$ cat config.mk
export PLATFORM = sky130hd
export DESIGN_NAME = vtsg_front
export DESIGN_NICKNAME = d
export VERILOG_FILES = /design/src/hdl/vtsg_pkg.sv /design/src/hdl/vtsg_front.sv
export SDC_FILE = /design/constraint.sdc
export NUM_CORES = 1
export LEC_CHECK = 0
export BUFFER_PORTS_ARGS = -buffer_cell sky130_fd_sc_hd__buf_2
export CAP_MARGIN = 20
export CORE_AREA = 2 2 145 147
export CTS_CLUSTER_DIAMETER = 80
export DETAILED_ROUTE_END_ITERATION = 16
export DIE_AREA = 0 0 147 149
export PLACE_DENSITY_LB_ADDON = 0.15
export SKIP_LAST_GASP = 1
export SLEW_MARGIN = 20
export SYNTH_ARGS = -nofsm -noshare
export SYNTH_HDL_FRONTEND = slang
export SYNTH_SLANG_ARGS = --single-unit
export TNS_END_PERCENT = 1
$ cat constraint.sdc
create_clock -name clk -period 4.85 [get_ports clk]
set_input_delay 0 -clock clk [delete_from_list [all_inputs] [get_ports clk]]
set_output_delay 0 -clock clk [all_outputs]
set_load 0.01 [all_outputs]
$ cat src/hdl/vtsg_pkg.sv
// Package for the text, semigraphic and graphic pixel generator.
// Holds the beat types, the command passed between front and back, and color
// constants and helpers. Depends on nothing.
`timescale 1ns / 1ps
package vtsg_pkg;

	localparam int VRAM_AW = 13;

	// Operation codes on the input beat.
	localparam logic [1:0] OP_VWR   = 2'd0;
	localparam logic [1:0] OP_FWR   = 2'd1;
	localparam logic [1:0] OP_QUERY = 2'd2;

	// Configuration register indexes.
	localparam logic [1:0] REG_TEXT_SEL = 2'd0;
	localparam logic [1:0] REG_MODE     = 2'd1;
	localparam logic [1:0] REG_COLOR    = 2'd2;

	// Logical palette indexes.
	localparam logic [3:0] C_BLACK  = 4'd0;
	localparam logic [3:0] C_GREEN  = 4'd1;
	localparam logic [3:0] C_BUFF   = 4'd5;
	localparam logic [3:0] C_CYAN   = 4'd6;
	localparam logic [3:0] C_ORANGE = 4'd7;
	localparam logic [3:0] C_LGREEN = 4'd10;

	// Address map and mode decode constants.
	localparam logic [VRAM_AW-1:0] ATTR_OFS  = 13'h0800;
	localparam logic [VRAM_AW-1:0] UDG_BASE  = 13'h1600;
	localparam logic [VRAM_AW-1:0] HIGH_BASE = 13'h1000;
	localparam logic [7:0] MODE_MASK  = 8'h8e;
	localparam logic [7:0] MODE_GFX4  = 8'h0e;
	localparam logic [7:0] MID_A      = 8'h80;
	localparam logic [7:0] MID_B      = 8'h0a;
	localparam logic [7:0] MID_C      = 8'h0c;
	localparam logic [7:0] MID_D      = 8'h8a;
	localparam logic [7:0] MID_E      = 8'h8c;
	localparam logic [7:0] CELL_RECIP = 8'd171;   // y/12 == (y*171) >> 11 for 8-bit y

	typedef struct packed {
		logic [1:0]  op;
		logic [12:0] address;
		logic [7:0]  data;
		logic [7:0]  pixel_x;
		logic [7:0]  pixel_y;
	} in_t;

	typedef struct packed {
		logic [3:0] color_index;
		logic       drawn;
	} out_t;

	typedef enum logic [2:0] {
		K_VWR,
		K_FWR,
		K_TXT,
		K_GFX,
		K_NODRAW
	} kind_t;

	// One classified item. For writes addr/data are the write; for a text query
	// addr is the code byte address; for a graphic query addr is the pixel byte
	// address and data[3:0] the foreground color.
	typedef struct packed {
		kind_t                kind;
		logic [VRAM_AW-1:0]   addr;
		logic [7:0]           data;
		logic [2:0]           xb;
		logic [3:0]           yf;
	} cmd_t;

	typedef enum logic [1:0] {
		SRC_DIRECT,
		SRC_VRAM,
		SRC_FONT
	} src_t;

	function automatic logic [3:0] semi_color(input logic [2:0] k);
		logic [3:0] c;
		unique case (k)
			3'd6:    c = 4'd8;
			3'd7:    c = 4'd7;
			default: c = 4'({1'b0, k} + 4'd1);
		endcase
		return c;
	endfunction

	function automatic logic [7:0] semi_row(input logic [5:0] pat, input logic [3:0] row,
			input logic six);
		logic hi, lo;
		if (six) begin
			if (row < 4'd4) begin
				hi = pat[5]; lo = pat[4];
			end else if (row < 4'd8) begin
				hi = pat[3]; lo = pat[2];
			end else begin
				hi = pat[1]; lo = pat[0];
			end
		end else begin
			if (row < 4'd6) begin
				hi = pat[3]; lo = pat[2];
			end else begin
				hi = pat[1]; lo = pat[0];
			end
		end
		return {{4{hi}}, {4{lo}}};
	endfunction

endpackage

$ cat src/hdl/vtsg_front.sv
// Front end: accepts input beats, splits the query position into cell and row,
// classifies each item and queues it for the back end. Uses vtsg_pkg.
`timescale 1ns / 1ps
module vtsg_front (
	input  logic           clk,
	input  logic           arst_n,
	input  logic           push,
	output logic           full,
	input  vtsg_pkg::in_t  item,
	input  logic           text_select,
	input  logic [7:0]     mode_code,
	input  logic [1:0]     color_mode,
	input  logic [1:0]     text_page,
	input  logic           hold,
	output logic           cmd_avail,
	output vtsg_pkg::cmd_t cmd_head,
	input  logic           cmd_take
);

	localparam int QD = 4;

	vtsg_pkg::cmd_t q_mem_q [QD];
	logic [1:0] wp_q, rp_q;
	logic [2:0] cnt_q;

	logic [15:0] prod;
	logic [4:0]  cell_row;
	logic [7:0]  cell_top;
	logic [3:0]  yf;
	logic [9:0]  offset;
	logic [12:0] taddr, gaddr;
	logic [7:0]  sel;
	logic        mid;
	logic [3:0]  gfg;
	logic        known, enq;
	vtsg_pkg::cmd_t c;

	always_comb begin
		prod     = 16'(item.pixel_y) * 16'(vtsg_pkg::CELL_RECIP);
		cell_row = prod[15:11];
		cell_top = 8'({cell_row, 3'b000}) + 8'({cell_row, 2'b00});
		yf       = 4'(item.pixel_y - cell_top);
		offset   = 10'({cell_row, 5'b00000}) + 10'(item.pixel_x[7:3]);
		taddr    = 13'({text_page, 9'b0}) + 13'(offset);
		gaddr    = 13'({item.pixel_y, 5'b00000}) + 13'(item.pixel_x[7:3]);
		sel      = mode_code & vtsg_pkg::MODE_MASK;
		mid      = (sel == vtsg_pkg::MID_A) || (sel == vtsg_pkg::MID_B) ||
			(sel == vtsg_pkg::MID_C) || (sel == vtsg_pkg::MID_D) ||
			(sel == vtsg_pkg::MID_E);
		if (sel == vtsg_pkg::MODE_GFX4) gfg = vtsg_pkg::C_GREEN;
		else gfg = (color_mode == 2'd0) ? vtsg_pkg::C_CYAN : vtsg_pkg::C_LGREEN;

		c.addr = item.address;
		c.data = item.data;
		c.xb   = item.pixel_x[2:0];
		c.yf   = yf;
		known  = 1'b1;
		unique case (item.op)
			vtsg_pkg::OP_VWR: c.kind = vtsg_pkg::K_VWR;
			vtsg_pkg::OP_FWR: c.kind = vtsg_pkg::K_FWR;
			vtsg_pkg::OP_QUERY: begin
				if (text_select) begin
					c.kind = vtsg_pkg::K_TXT;
					c.addr = taddr;
				end else if (mid) begin
					c.kind = vtsg_pkg::K_NODRAW;
				end else begin
					c.kind = vtsg_pkg::K_GFX;
					c.addr = gaddr;
					c.data = {4'b0000, gfg};
				end
			end
			default: begin
				c.kind = vtsg_pkg::K_NODRAW;
				known  = 1'b0;
			end
		endcase
	end

	assign full      = (cnt_q == 3'(QD)) || hold;
	assign enq       = push && !full && known;
	assign cmd_avail = (cnt_q != 3'd0);
	assign cmd_head  = q_mem_q[rp_q];

	always_ff @(posedge clk) begin
		if (enq) q_mem_q[wp_q] <= c;
	end

	always_ff @(posedge clk or negedge arst_n) begin
		if (!arst_n) begin
			wp_q  <= '0;
			rp_q  <= '0;
			cnt_q <= '0;
		end else begin
			if (enq) wp_q <= wp_q + 2'd1;
			if (cmd_take) rp_q <= rp_q + 2'd1;
			cnt_q <= cnt_q + 3'(enq) - 3'(cmd_take);
		end
	end

endmodule

==> impl_metrics.py <==
metrics = {
    "min_path": {
        "hold_path_class": "in2reg",
    },
    "finish": {
        "diodes": 0,
        "fillCellCount": 1939,
        "stdcell_count": 809,
        "nNetsFinal": 643,
        "drive_gt1_frac": 0.326,
        "syn_to_final_growth_pct": 24.6,
    },
    "yosys": {
        "synthFlopType": "edfxtp_1",
        "yosysSeqAreaShare": 0.589,
        "yosys.area_share.adder": 0.138,
        "synth_top_area_frac": 0.563,
        "postSynthCellCount": 406,
        "synth.area.top_cells": "edfxtp_1 56%, mux4_2 11%, ha_1 9.8%",
        "synth_common_cells": "124 x edfxtp_1, 52 x ha_1, 47 x inv_1",
        "async_reset_ff_frac": 0.0534,
        "synth_fp_nets": 528,
        "synth_xor_area_frac": 0.0166,
        "netlist_area_um2": 6620,
        "synth_cell_types": 57,
        "synth_top_family_by_area": "adder cells",
        "synth_edf_count": 124,
        "ys_seq_elements": 131,
        "yosysWarnings": 0,
        "yosysMostFrequentCell": "edfxtp_1",
        "synth-compound-area-share": 0.0569,
        "yosysTopAreaCell": "edfxtp_1",
        "yosys.area_share.simple": 0.0513,
        "avgSynthCellArea_um2": 16.3,
        "synth.mux.area_fraction": 0.114,
    },
    "die": {
        "coreArea_um2": 20600,
        "io_pins": 90,
        "die_h_um": 149,
        "die_w_um": 147,
        "rows": 53,
        "start_util": 0.322,
        "die-area_um2": 21900,
    },
    "place": {
        "portBuffers": 85,
        "place_hpwl_um": 9780,
        "gp_congestion": 0.793,
        "dpl_worst_slack_ps": 385,
        "dp_cells": 757,
    },
    "timing": {
        "setup_viol": 0,
        "worst_pin_slew_ps": 955,
        "setup_ws_ps": 875,
        "setup_tns_ps": 0,
        "min_period_ps": 3970,
        "skew_ps": 7.13,
        "drv_slew": 0,
        "max_freq_mhz": 252,
        "fin_crit_sh": 0.820,
        "finalHoldViolCount": 0,
        "hold_ws_ps": 13.9,
        "relSlewSlack": 0.363,
        "grt_setup_unrepaired": "no",
    },
    "grt": {
        "overflow": 0,
        "grt_max_degree": 32,
        "grt_antenna_before_repair": 0,
        "grt_pass1_wl_um": 22300,
        "grt_usage": 0.137,
        "grt_pass1_vias": 4182,
    },
    "detailed_routing": {
        "dr.pass1.iters": 4,
        "dr.max_layer_used": "met4",
        "post-route-drc-count": 0,
        "routed_wl_um": 14200,
        "routed_via_density": 4.70,
        "met3WireLength_um": 546,
        "drtAntennaViolNets": 0,
        "drt_iter0_markers": 266,
        "wl_per_cell_um": 17.6,
        "via_count": 3802,
        "met1_length_um": 6380,
        "met2_length_um": 6850,
    },
    "setup_path": {
        "path_cells": "buf_2 > ha_1 > fa_1 > fa_1 > inv_1 > fa_1 > inv_1 > ha_1 > a211oi_2 > o21bai_2 > a22o_2 > a21oi_1 > nor3_1 > ha_1 > ha_1 > a22oi_1 > o21ai_0",
        "r2r_cells": 11,
        "r2r_slack_ps": 2480,
        "startpoint": "item[1]",
        "rr_startpoint": "cnt_q[1]$_DFF_PN0_",
        "crit_path_max_fanout": 7,
        "cp_num_buf_inv": 3,
        "arrival_ps": 4090,
        "worstSetupEndpoint": "q_mem_q[3][25]$_DFFE_PP_",
        "worstSetupPathType": "in2reg",
        "cpPeakStageDelay_ps": 530,
        "cp_num_cells": 17,
        "required_ps": 4970,
        "crit-reg2reg-capture": "cnt_q[2]$_DFF_PN0_",
        "crit_path_start_kind": "input pin",
        "cp_top_family": "adder cells",
        "critPathCaptureType": "flop",
        "critPathSlowestCell": "fa_1",
        "crit_top_cell": "ha_1",
    },
    "clock_tree": {
        "htree_levels": 4,
        "cts_tree": "yes",
        "cts_resized": 0,
        "worstSkewPairLatency_ps": 410,
        "clkTransAtPathRegs_ps": 60,
        "cts_buffers": 17,
        "cts_num_sinks": 131,
        "clockBufferDepth": 2,
        "clockRootBuffer": "clkbuf_16",
    },
    "power": {
        "p_switching_mw": 1.21,
        "combPwrFrac": 0.303,
        "p_per_area_nw_per_um2": 516,
        "seqPwrFrac": 0.350,
        "totalPowerFinal_mw": 4.26,
        "vdd_drop_max_uv": 221,
        "p_leak_nw": 3.20,
        "clkPwrFrac": 0.347,
        "intPower_mw": 3.04,
        "swShare": 0.285,
    },
    "run_status": {
        "outcome": "finished, final reports clean",
    },
    "run": {
        "drv_cap": 0,
    },
}
kinds of logic after synthesis:
family / count (synthesis)
buffers and inverters: 58
multiplexers: 36
adder cells (fa/ha/maj): 65
AND/OR/NAND/NOR: 57
flip-flops: 131
XOR/XNOR: 11
AO/OA/AOI/OAI: 48
worst min-delay path by stage:
stage	start	to	slack, ps	depth (start not counted)
2_1_floorplan	arst_n	cnt_q[0]$_DFF_PN0_	-300	0
3_3_place_gp	arst_n	cnt_q[1]$_DFF_PN0_	-160	1
3_5_place_dp	arst_n	cnt_q[1]$_DFF_PN0_	-150	1
4_1_cts	item[22]	q_mem_q[3][13]$_DFFE_PP_	3	2
5_1_grt	item[22]	q_mem_q[3][13]$_DFFE_PP_	3	2
6_report	item[19]	q_mem_q[3][10]$_DFFE_PP_	10	3
power groups by stage:
stage	Clock, mW	Combinational, mW	Sequential (mW)
after CTS	1.50	1.32	1.50
after global routing	1.55	1.43	1.51
after global placement	0	1.28	1.51
after floorplan	0	0.917	1.47
after detailed placement	0	1.30	1.52
final	1.48	1.29	1.49
metal layers:
layer | up-vias | track usage
li1 | 1785 | -
met1 | 1894 | 0.173
met2 | 95 | 0.224
met3 | 28 | 0.0367
met4 | 0 | 0.0587
met5 | - | 0
cells in the final DEF, fill, tap and decap left out, types with 4 or more instances in the layout:
master and instances:
nor2b_1 6, ha_1 52, a21oi_1 7, xnor2_1 8
dfrtp_1 6, edfxtp_1 124, buf_2 85, o21ai_0 10
a22oi_1 7, fa_1 13, mux2_2 5, nor2_1 11
nand2_1 8, nor3_1 8, and2_2 4, inv_1 47
dlygate4sd3_1 20, mux4_2 31, bufinv_16 7, clkbuf_16 17
metrics by stage:
step,area [um2],utilization
after detailed placement,7360,0.358
final,8240,0.401
after floorplan,6620,-
after global routing,8240,0.401
after global placement,7360,0.358
after CTS,8240,0.401
sequential cells by signal, summed over array words and instances (netlist names):
register	count
cnt_q	3
rp_q	2
wp_q	2
q_mem_q	124
cell type report:
type / count / area, um2 / area share
tap: 275 / 344 / 0.0417
inverter: 47 / 176 / 0.0214
multi-input combinational: 217 / 2500 / 0.303
clock inverter: 14 / 258 / 0.0313
clock buffer: 18 / 429 / 0.0521
sequential: 131 / 3900 / 0.473
timing repair buffer: 107 / 641 / 0.0777
worst register-to-register path, delay by kind of cell (launching register included):
kind	cells	cell delay (ps)
AOI/OAI and AO/OA	1	170
xor gates and xnor gates	2	320
adders and majority gates	3	770
buffers and inverters	3	190
DFF	1	430
and+or+nand+nor	2	400
timing repair:
| action | 4_1_cts | 5_1_grt |
|---|---|---|
| hold endpoints to repair | 53 | 0 |
| setup buffers | 0 | 0 |
| hold buffers | 20 | 0 |
Power figures use the tool's default switching activity.
